==> src/rtl/stable_priority_queue_core_assert.svh <==
// Assertion macros shared by the stable priority queue RTL.
// Depends on nothing; included by files that carry concurrent checks.
`ifndef STABLE_PRIORITY_QUEUE_CORE_ASSERT_SVH
`define STABLE_PRIORITY_QUEUE_CORE_ASSERT_SVH

// Same-cycle implication, disabled while reset is asserted.
`define SPQ_ASSERT_NOW(label, clk, rst_n, ante, cons) \
	label: assert property (@(posedge clk) disable iff (!rst_n) (ante) |-> (cons)) \
		else $error("%m: check failed");

// Next-cycle implication, disabled while reset is asserted.
`define SPQ_ASSERT_NEXT(label, clk, rst_n, ante, cons) \
	label: assert property (@(posedge clk) disable iff (!rst_n) (ante) |=> (cons)) \
		else $error("%m: check failed");

`endif

==> src/rtl/spq_pkg.sv <==
// Package for the stable priority queue: word types, codes and the
// command and status structs between controller and datapath. No dependencies.
package spq_pkg;

	localparam int TAG_W  = 16;
	localparam int PRIO_W = 16;
	localparam int OCC_W  = 5;

	localparam logic OP_ENQ = 1'b0;
	localparam logic OP_DEQ = 1'b1;

	typedef enum logic [1:0] {
		STAT_ENQUEUED  = 2'd0,
		STAT_DEQUEUED  = 2'd1,
		STAT_UNDERFLOW = 2'd2,
		STAT_OVERFLOW  = 2'd3
	} status_t;

	typedef struct packed {
		logic                     op;
		logic [TAG_W-1:0]         item_tag;
		logic signed [PRIO_W-1:0] item_priority;
	} spq_req_t;

	typedef struct packed {
		status_t                  status;
		logic [TAG_W-1:0]         out_tag;
		logic signed [PRIO_W-1:0] out_priority;
		logic [OCC_W-1:0]         occupancy;
	} spq_rsp_t;

	typedef struct packed {
		logic    do_enq;
		logic    do_deq;
		logic    load_rsp;
		status_t status;
	} spq_cmd_t;

	typedef struct packed {
		logic full;
		logic empty;
	} spq_flags_t;

endpackage

==> src/rtl/stable_priority_queue_core.sv <==
// Stable priority queue: a result word is ready the cycle after its request is accepted.
// Throughput is one word per cycle while results are taken; the per-cell compare
// and shift of the sorted row does each enqueue or dequeue in its accepting cycle.
// Reset empties the queue and drops any held result; cell contents stay undefined.
// Depends on spq_pkg, spq_ctrl and spq_datapath.
module stable_priority_queue_core
	import spq_pkg::*;
#(
	parameter int CAPACITY = 16,
	parameter int TAG_BITS = 16
) (
	input  logic     clk,
	input  logic     arst_n,
	input  logic     req_valid,
	output logic     req_ready,
	input  spq_req_t req,
	output logic     rsp_valid,
	input  logic     rsp_ready,
	output spq_rsp_t rsp
);

	spq_cmd_t   cmd;
	spq_flags_t flags;

	spq_ctrl u_ctrl (
		.clk       (clk),
		.arst_n    (arst_n),
		.req_valid (req_valid),
		.req_ready (req_ready),
		.req_op    (req.op),
		.rsp_valid (rsp_valid),
		.rsp_ready (rsp_ready),
		.flags     (flags),
		.cmd       (cmd)
	);

	spq_datapath #(
		.CAPACITY (CAPACITY),
		.TAG_BITS (TAG_BITS)
	) u_datapath (
		.clk           (clk),
		.arst_n        (arst_n),
		.cmd           (cmd),
		.item_tag      (req.item_tag),
		.item_priority (req.item_priority),
		.flags         (flags),
		.rsp           (rsp)
	);

endmodule

==> src/rtl/spq_ctrl.sv <==
// Controller of the stable priority queue: handshake state machine that
// decodes each accepted word into commands. Depends on spq_pkg.
module spq_ctrl
	import spq_pkg::*;
(
	input  logic       clk,
	input  logic       arst_n,
	input  logic       req_valid,
	output logic       req_ready,
	input  logic       req_op,
	output logic       rsp_valid,
	input  logic       rsp_ready,
	input  spq_flags_t flags,
	output spq_cmd_t   cmd
);

	typedef enum logic {
		ST_IDLE,
		ST_HOLD
	} state_t;

	state_t state_q;
	logic   fire;

	// A held result that is taken this cycle frees the output register.
	assign req_ready = (state_q == ST_IDLE) || rsp_ready;
	assign fire      = req_valid && req_ready;
	assign rsp_valid = (state_q == ST_HOLD);

	always_comb begin
		cmd          = '0;
		cmd.load_rsp = fire;
		if (req_op == OP_ENQ) begin
			cmd.do_enq = fire && !flags.full;
			cmd.status = flags.full ? STAT_OVERFLOW : STAT_ENQUEUED;
		end else begin
			cmd.do_deq = fire && !flags.empty;
			cmd.status = flags.empty ? STAT_UNDERFLOW : STAT_DEQUEUED;
		end
	end

	always_ff @(posedge clk or negedge arst_n) begin
		if (!arst_n) begin
			state_q <= ST_IDLE;
		end else begin
			unique case (state_q)
				ST_IDLE: begin
					if (fire) state_q <= ST_HOLD;
				end
				ST_HOLD: begin
					if (!fire && rsp_ready) state_q <= ST_IDLE;
				end
				default: state_q <= ST_IDLE;
			endcase
		end
	end

endmodule

==> src/rtl/spq_datapath.sv <==
// Datapath of the stable priority queue: sorted row of cells with a
// comparator per cell, entry count and result register. Depends on spq_pkg.
`include "stable_priority_queue_core_assert.svh"

module spq_datapath
	import spq_pkg::*;
#(
	parameter int CAPACITY = 16,
	parameter int TAG_BITS = 16
) (
	input  logic                     clk,
	input  logic                     arst_n,
	input  spq_cmd_t                 cmd,
	input  logic [TAG_W-1:0]         item_tag,
	input  logic signed [PRIO_W-1:0] item_priority,
	output spq_flags_t               flags,
	output spq_rsp_t                 rsp
);

	localparam int CNT_W = $clog2(CAPACITY + 1);

	logic [TAG_BITS-1:0]       tag_q  [CAPACITY];
	logic signed [PRIO_W-1:0]  prio_q [CAPACITY];
	logic [CNT_W-1:0]          cnt_q;
	logic [CNT_W-1:0]          cnt_nxt;
	logic [CAPACITY-1:0]       ge;
	logic [TAG_BITS+TAG_W-1:0] tag_in_ext;
	logic [TAG_BITS+TAG_W-1:0] tag_out_ext;
	logic [CNT_W+OCC_W-1:0]    occ_ext;
	logic [TAG_BITS-1:0]       new_tag;
	spq_rsp_t                  rsp_q;

	assign tag_in_ext  = {{TAG_BITS{1'b0}}, item_tag};
	assign new_tag     = tag_in_ext[TAG_BITS-1:0];
	assign tag_out_ext = {{TAG_W{1'b0}}, tag_q[0]};

	assign flags.full  = (cnt_q == CNT_W'(CAPACITY));
	assign flags.empty = (cnt_q == '0);

	always_comb begin
		cnt_nxt = cnt_q;
		if (cmd.do_enq) cnt_nxt = cnt_q + 1'b1;
		if (cmd.do_deq) cnt_nxt = cnt_q - 1'b1;
	end
	assign occ_ext = {{OCC_W{1'b0}}, cnt_nxt};

	// The row stays sorted, so ge is a run of ones from the head: the new word
	// goes into the first cell that is not held with a priority at least its own.
	for (genvar i = 0; i < CAPACITY; i++) begin : g_cell
		assign ge[i] = (CNT_W'(i) < cnt_q) && (prio_q[i] >= item_priority);

		always_ff @(posedge clk) begin
			if (cmd.do_deq) begin
				if (i < CAPACITY - 1) begin
					tag_q[i]  <= tag_q[(i < CAPACITY - 1) ? i + 1 : i];
					prio_q[i] <= prio_q[(i < CAPACITY - 1) ? i + 1 : i];
				end
			end else if (cmd.do_enq && !ge[i]) begin
				if (i == 0) begin
					tag_q[i]  <= new_tag;
					prio_q[i] <= item_priority;
				end else if (ge[(i > 0) ? i - 1 : 0]) begin
					tag_q[i]  <= new_tag;
					prio_q[i] <= item_priority;
				end else begin
					tag_q[i]  <= tag_q[(i > 0) ? i - 1 : 0];
					prio_q[i] <= prio_q[(i > 0) ? i - 1 : 0];
				end
			end
		end
	end

	always_ff @(posedge clk or negedge arst_n) begin
		if (!arst_n) begin
			cnt_q <= '0;
		end else begin
			cnt_q <= cnt_nxt;
		end
	end

	always_ff @(posedge clk) begin
		if (cmd.load_rsp) begin
			rsp_q.status       <= cmd.status;
			rsp_q.out_tag      <= cmd.do_deq ? tag_out_ext[TAG_W-1:0] : '0;
			rsp_q.out_priority <= cmd.do_deq ? prio_q[0] : '0;
			rsp_q.occupancy    <= occ_ext[OCC_W-1:0];
		end
	end

	assign rsp = rsp_q;

	`SPQ_ASSERT_NOW(a_cnt_bound, clk, arst_n, 1'b1, cnt_q <= CNT_W'(CAPACITY))
	`SPQ_ASSERT_NOW(a_head_sorted, clk, arst_n, cnt_q >= CNT_W'(2), prio_q[0] >= prio_q[1])
	`SPQ_ASSERT_NOW(a_one_op, clk, arst_n, 1'b1, !(cmd.do_enq && cmd.do_deq))
	`SPQ_ASSERT_NEXT(a_enq_count, clk, arst_n, cmd.do_enq, cnt_q == CNT_W'($past(cnt_q) + 1'b1))
	`SPQ_ASSERT_NEXT(a_deq_head, clk, arst_n, cmd.do_deq, rsp_q.out_priority == $past(prio_q[0]))

endmodule
==> config.mk <==
export PLATFORM = sky130hd
export DESIGN_NAME = stable_priority_queue_core
export DESIGN_NICKNAME = d
export VERILOG_FILES = /design/src/rtl/spq_pkg.sv /design/src/rtl/stable_priority_queue_core.sv /design/src/rtl/spq_ctrl.sv /design/src/rtl/spq_datapath.sv
export VERILOG_INCLUDE_DIRS = /design/src /design/src/rtl
export SDC_FILE = /design/constraint.sdc
export NUM_CORES = 1
export LEC_CHECK = 0
export ABC_AREA = 1
export BUFFER_PORTS_ARGS = -buffer_cell sky130_fd_sc_hd__buf_4
export CAP_MARGIN = 20
export CORE_UTILIZATION = 50
export DETAILED_ROUTE_END_ITERATION = 10
export PLACE_DENSITY = 0.66
export SLEW_MARGIN = 0
export SYNTH_ARGS = -nofsm -noshare
export SYNTH_HDL_FRONTEND = slang
export SYNTH_HIERARCHICAL = 1
export SYNTH_SLANG_ARGS = --single-unit
==> constraint.sdc <==
create_clock -name clk -period 12.4 [get_ports clk]
set_input_delay 2.48 -clock clk [delete_from_list [all_inputs] [get_ports clk]]
set_output_delay 2.48 -clock clk [all_outputs]
set_load 0.1 [all_outputs]
* Yosys cells after proc, flatten, opt, wreduce, memory -nomap -nowiden
Memories as Yosys holds them, arrays and structs flattened. Index checks and enable logic that the tools add are counted.
Cells by class: reductions and logical operators 57, magnitude comparators 32, eq/ne operators 1, muxes and demuxes 195, add/sub/neg operators 2, bitwise operators 61
Operator list (number):
- 16-bit 2-to-1 mux | 60
- 16-bit greater-or-equal comparator | 16
- 1-bit 2-to-1 mux | 129
- 1-bit OR | 60
- 4-bit by 5-bit less-than comparator with 1-bit output (first input constant) | 8
- 1-bit logical AND | 36
- 3-bit by 5-bit less-than comparator with 1-bit output (first input constant) | 4
- 1-bit logical NOT | 19
- 1-bit by 5-bit less-than comparator with 1-bit output (first input constant) | 2
- 2-bit by 5-bit less-than comparator with 1-bit output (first input constant) | 2
- 5-bit 2-to-1 mux | 2
- 2-bit 2-to-1 mux | 3
- 5-bit by 1-bit adder with 5-bit output (second input constant) | 1
- 5-bit equality test (second input constant) | 1
- 5-bit logical NOT | 1
- 5-bit by 1-bit subtractor with 5-bit output (second input constant) | 1
- 1-bit one-hot mux with 2 select lines | 1
- 1-bit logical OR | 1
- 1-bit NOT | 1
Storage, ports and cells: memories kept 2, flip-flop bits (word level) 45, word-level logic and storage cells 356, RAM bits 512, bits of input ports 37
Memories:
- u_datapath.prio_q | depth 16, bits a word 16, rd ports 16, clocked after memory_dff 0, wr ports 16, RTL line spq_datapath.sv:23 | logic signed [PRIO_W-1:0] prio_q [CAPACITY];
- u_datapath.tag_q | depth 16, bits a word 16, rd ports 16, clocked after memory_dff 0, wr ports 16, RTL line spq_datapath.sv:22 | logic [TAG_BITS-1:0] tag_q [CAPACITY];

* Depth between registers and ports, before layout
depth after elaboration 11, gate-level depth with buffers 20, mapped depth without buffers 19

* Cells and area by module
The synthesis kept the hierarchy.
By module, submodules not included:
- spq_datapath | cells an instance 4543, seq. area each 16671.0 µm², area each 36343.6 µm², times used 1
- spq_ctrl | cells an instance 17, seq. area each 25.0 µm², area each 92.6 µm², times used 1

* Worst setup path after synthesis
OpenSTA, ideal clock, no wires.
kind in2reg, start input req[15] in the netlist's numbering, end memory u_datapath.prio_q[1][0], in the netlist u_datapath/prio_q[0][16], enable pin, arrival 6.800 ns, slack 5.135 ns, data required time 11.934 ns, setup time 0.466 ns, stages 15, buffers on the path 2, cells stage by stage inv_1 -> clkbuf_1 -> ha_1 -> nand2_1 -> inv_1 -> nand2_1 -> nand2_1 -> a21oi_1 -> nand3_1 -> nand2_1 -> nand3_2 -> nand2_4 -> inv_4 -> buf_2 -> o21ai_0
RTL lines:
- start, declared | RTL line stable_priority_queue_core.sv:16 | input spq_req_t req,
- end, declared | RTL line spq_datapath.sv:23

==> metrics.txt <==
# TYPE chip_impl_metric gauge
chip_impl_metric{name="whs",unit="ns"} 0.519
chip_impl_info{name="critPathLaunchType",value="input port"} 1
chip_impl_metric{name="cts_buffer_depth",unit=""} 3
chip_impl_metric{name="timing_hold_violations_final",unit=""} 0
chip_impl_metric{name="postSynthNetCount",unit=""} 4857
chip_impl_metric{name="finalCriticalPeriod",unit="ns"} 6.86
chip_impl_info{name="worstSetupStartpoint",value="rsp_ready"} 1
chip_impl_metric{name="routed-via-count",unit=""} 32000
chip_impl_metric{name="setup_violations",unit=""} 0
chip_impl_metric{name="setup_total_negative_slack",unit="ns"} 0
chip_impl_metric{name="synthToLayoutAreaGrowth",unit="%"} 9.28
chip_impl_metric{name="core_region_area",unit="mm2"} 0.0719
chip_impl_info{name="tritoncts",value="built"} 1
chip_impl_metric{name="gpl.final_weighted_congestion",unit=""} 0.869
chip_impl_metric{name="fp.dieW",unit="um"} 272
chip_impl_metric{name="worstMarginPinSlew",unit="ns"} 1.08
chip_impl_metric{name="post_synthesis_area_per_instance",unit="um2"} 7.99
chip_impl_metric{name="maximum_resistive_drop_on_vdd",unit="mV"} 0.129
chip_impl_metric{name="diodes",unit=""} 0
chip_impl_metric{name="cts.htree.levels",unit=""} 3
chip_impl_metric{name="timing.final.max_slew_violations",unit=""} 0
chip_impl_metric{name="post-route-period-util",unit="%"} 55.3
chip_impl_metric{name="synth_seq_area_share",unit="%"} 45.8
chip_impl_metric{name="place.detailed.hpwl",unit="um"} 76600
chip_impl_metric{name="clock-sinks",unit=""} 557
chip_impl_info{name="worst_hold_path_type",value="reg -> reg"} 1
chip_impl_metric{name="cts_buffers",unit=""} 67
chip_impl_metric{name="drcViolationCount",unit=""} 0
chip_impl_metric{name="wirelength",unit="um"} 108000
chip_impl_metric{name="synth_cell_type_count",unit=""} 42
chip_impl_metric{name="fmax",unit="MHz"} 146
chip_impl_info{name="rsz0062_at_grt",value="no"} 1
chip_impl_info{name="cp-end-kind",value="flip-flop"} 1
chip_impl_metric{name="grt-ovfl-total",unit=""} 0
chip_impl_metric{name="cts.repair.resized",unit=""} 0
chip_impl_metric{name="layout-drive-gt1-share",unit="%"} 7.22
chip_impl_metric{name="initial_antenna_violation_count",unit=""} 0
chip_impl_metric{name="initial_utilization",unit="%"} 50.7
chip_impl_metric{name="ios",unit=""} 78
chip_impl_metric{name="drtIter0Drc",unit=""} 3069
chip_impl_metric{name="clock_latency",unit="ns"} 0.61
chip_impl_metric{name="synth.cell_area",unit="mm2"} 0.0364
chip_impl_metric{name="critical_path_arrival",unit="ns"} 7.20
chip_impl_metric{name="report.power.total",unit="W"} 0.00729
chip_impl_info{name="timing.hold.worst.start",value="u_ctrl/rsp_valid"} 1
chip_impl_metric{name="rows",unit=""} 98
chip_impl_info{name="crit-reg2reg-launch",value="u_datapath/cnt_q[0]"} 1
chip_impl_metric{name="drt_pass1_iterations",unit=""} 6
chip_impl_info{name="outcome",value="complete, no violations"} 1
chip_impl_metric{name="max-cap-violations",unit=""} 0
chip_impl_metric{name="portBuffers",unit=""} 77
chip_impl_metric{name="synth_cells",unit=""} 4560
chip_impl_metric{name="timing.max_slew.rel_slack",unit="%"} 27.6
chip_impl_metric{name="detail_route.wl_per_cell",unit="um"} 19.5
chip_impl_metric{name="antenna_violating_nets_post_route",unit=""} 0
chip_impl_metric{name="post_cts_hold_buffer_count",unit=""} 0
chip_impl_metric{name="crit_fanout",unit=""} 65
chip_impl_metric{name="postCtsSetupBuffers",unit=""} 0
chip_impl_metric{name="cp_data_required_time",unit="ns"} 12.75
chip_impl_metric{name="synth_warnings",unit=""} 6
chip_impl_metric{name="vias_per_cell",unit=""} 5.79
chip_impl_metric{name="finish.net_count",unit=""} 4819
chip_impl_metric{name="yosys_register_bits",unit=""} 557
chip_impl_metric{name="first_pass_grt_wire_length",unit="um"} 168000
chip_impl_metric{name="static-leakage-power",unit="nW"} 18.5
chip_impl_metric{name="fin_skew",unit="ns"} 0.0203
chip_impl_metric{name="powerDensity",unit="mW/mm2"} 183
chip_impl_metric{name="groute.usage.overall",unit="%"} 28.6
chip_impl_metric{name="clk_transition_reported_paths",unit="ns"} 0.05
chip_impl_metric{name="fp.dieArea",unit="mm2"} 0.0740
chip_impl_info{name="timing.setup.critical_path_class",value="in -> reg"} 1
chip_impl_metric{name="chipHeight",unit="um"} 272
chip_impl_info{name="cell_at_the_root_of_the_clock_tree",value="sky130_fd_sc_hd__clkbuf_16"} 1
chip_impl_metric{name="post-route-util",unit="%"} 55.4
chip_impl_metric{name="largest_net_degree_at_the_start_of_global_routing",unit=""} 66
chip_impl_metric{name="first_global_vias",unit=""} 30300
## cell type report
type / instances / area (um2)
Inverter: 491 / 1850
Timing Repair Buffer: 153 / 1280
Tap cell: 950 / 1190
Clock inverter: 36 / 241
Multi-Input combinational cell: 3252 / 16800
Fill cell: 6895 / 32000
Clock buffer: 84 / 1800
Sequential cell: 557 / 16700
## registers in the layout (all words and copies together), names as in the netlist
signal	flops
u_datapath/cnt_q	5
u_datapath/rsp	39
u_ctrl/rsp_valid	1
u_datapath/tag_q	256
u_datapath/prio_q	256
## cell usage in the layout, fill, tap and decap left out, drive strengths merged, types with 32 or more instances in the layout
cell type	n
a31oi	33
a21oi	147
nor2	216
nand3	766
clkinv	32
inv	493
ha	260
buf	153
o21ai	215
o21bai	76
clkbuf	84
nand2	1485
edfxtp	551
nand4	34
## logic make-up (layout without fill, tap and decap cells)
| group | count (synthesis) | count (layout) | share of synthesized area [%] |
|---|---|---|---|
| XOR/XNOR | 3 | 3 | 0.0721 |
| AND/OR/NAND/NOR | 2510 | 2510 | 29.3 |
| AO/OA/AOI/OAI | 479 | 479 | 7.44 |
| adder cells (fa/ha/maj) | 260 | 260 | 8.93 |
| flip-flops | 557 | 557 | 45.8 |
| buffers and inverters | 751 | 764 | 8.45 |
## worst max-delay path: stages
cell and delay, ns:
sky130_fd_sc_hd__buf_4 0.07, sky130_fd_sc_hd__inv_1 0.03, sky130_fd_sc_hd__nand2_1 0.08, sky130_fd_sc_hd__nand2_1 0.12, sky130_fd_sc_hd__nor2_1 0.83, sky130_fd_sc_hd__inv_2 0.59
sky130_fd_sc_hd__nor2_2 0.89, sky130_fd_sc_hd__nand2_2 0.08, sky130_fd_sc_hd__buf_4 0.34, sky130_fd_sc_hd__nor2_4 0.78, sky130_fd_sc_hd__inv_2 0.55, sky130_fd_sc_hd__nand3_1 0.22
sky130_fd_sc_hd__nand2_1 0.07
## synthesized netlist by cell type
master                     number  area, um2
sky130_fd_sc_hd__or2_0          1       6.26
sky130_fd_sc_hd__a21o_1         2       15.0
sky130_fd_sc_hd__ha_1         260       3250
sky130_fd_sc_hd__nand3b_1       1       7.51
sky130_fd_sc_hd__o31ai_1        2       15.0
sky130_fd_sc_hd__nor2_2        15       93.8
sky130_fd_sc_hd__nand2_1     1466       5500
sky130_fd_sc_hd__a21oi_2        6       52.6
sky130_fd_sc_hd__o21a_1         1       7.51
sky130_fd_sc_hd__buf_6          1       11.3
sky130_fd_sc_hd__nor3_1         2       10.0
sky130_fd_sc_hd__nor2_8         1       20.0
sky130_fd_sc_hd__nand3_2        6       60.1
sky130_fd_sc_hd__nor2_1       194        728
sky130_fd_sc_hd__o21ai_0      168        841
sky130_fd_sc_hd__clkbuf_1      87        327
sky130_fd_sc_hd__dfrtp_1        6        150
sky130_fd_sc_hd__buf_2        149        746
sky130_fd_sc_hd__nor4_1         1       6.26
sky130_fd_sc_hd__nand2_2       17        106
sky130_fd_sc_hd__inv_1        473       1780
sky130_fd_sc_hd__nand4_1       34        213
sky130_fd_sc_hd__nor2_4         6       67.6
sky130_fd_sc_hd__nand3_1      760       3800
sky130_fd_sc_hd__buf_4         16        120
sky130_fd_sc_hd__a32oi_1        1       8.76
sky130_fd_sc_hd__and2_1         1       6.26
sky130_fd_sc_hd__a21oi_4        3       48.8
sky130_fd_sc_hd__inv_4          1       6.26
sky130_fd_sc_hd__edfxtp_1     551      16500
sky130_fd_sc_hd__nand2_4        2       22.5
sky130_fd_sc_hd__o211ai_1       2       15.0
sky130_fd_sc_hd__a31oi_1       33        206
sky130_fd_sc_hd__inv_2         17       63.8
sky130_fd_sc_hd__o21bai_1      76        571
sky130_fd_sc_hd__o21ai_2        1       8.76
sky130_fd_sc_hd__xor2_1         3       26.3
sky130_fd_sc_hd__buf_1          5       18.8
sky130_fd_sc_hd__a21oi_1      138        691
sky130_fd_sc_hd__o21ai_1       46        230
sky130_fd_sc_hd__or2_2          3       18.8
sky130_fd_sc_hd__clkbuf_2       2       10.0
## where the power goes
| group | switching, W | leakage, nW | internal [W] |
|---|---|---|---|
| registers | 0.000263 | 5.25 | 0.00265 |
| logic | 0.00178 | 12.2 | 0.000692 |
| clock network | 0.000824 | 1.00 | 0.00108 |
## path summary, 6_finish.rpt
check	end	slack (ns)	depth (start not counted)
worst min-delay path	u_ctrl/rsp_valid	0.52	2
min in group asynchronous	u_ctrl/rsp_valid	1.68	1
max in group asynchronous	u_datapath/cnt_q[4]	10.61	1
worst max register to register	u_datapath/prio_q[0][26]	6.44	14
worst max-delay path	u_datapath/prio_q[0][26]	5.54	13
worst min register to register	u_ctrl/rsp_valid	0.52	2
## per-layer routing
| layer | vias up | GRT usage (%) | wire [um] |
|---|---|---|---|
| met3 | 188 | 3.19 | 7330 |
| met5 | - | 0 | 0 |
| met4 | 0 | 10.7 | 3630 |
| li1 | 15100 | - | - |
| met1 | 15400 | 39.8 | 47100 |
| met2 | 1222 | 45.9 | 49700 |
## through the flow
| stage | std cells | cell area, um2 | setup slack, ns |
|---|---|---|---|
| 2_1_floorplan | 4560 | 36400 | 5.13 |
| 3_3_place_gp | 5396 | 37600 | 4.86 |
| 3_5_place_dp | 5398 | 37600 | 4.85 |
| 4_1_cts | 5518 | 39700 | 5.45 |
| 5_1_grt | 5523 | 39800 | 5.35 |
| 6_report | 5523 | 39800 | 5.54 |
(Power assumes the default switching activity.)
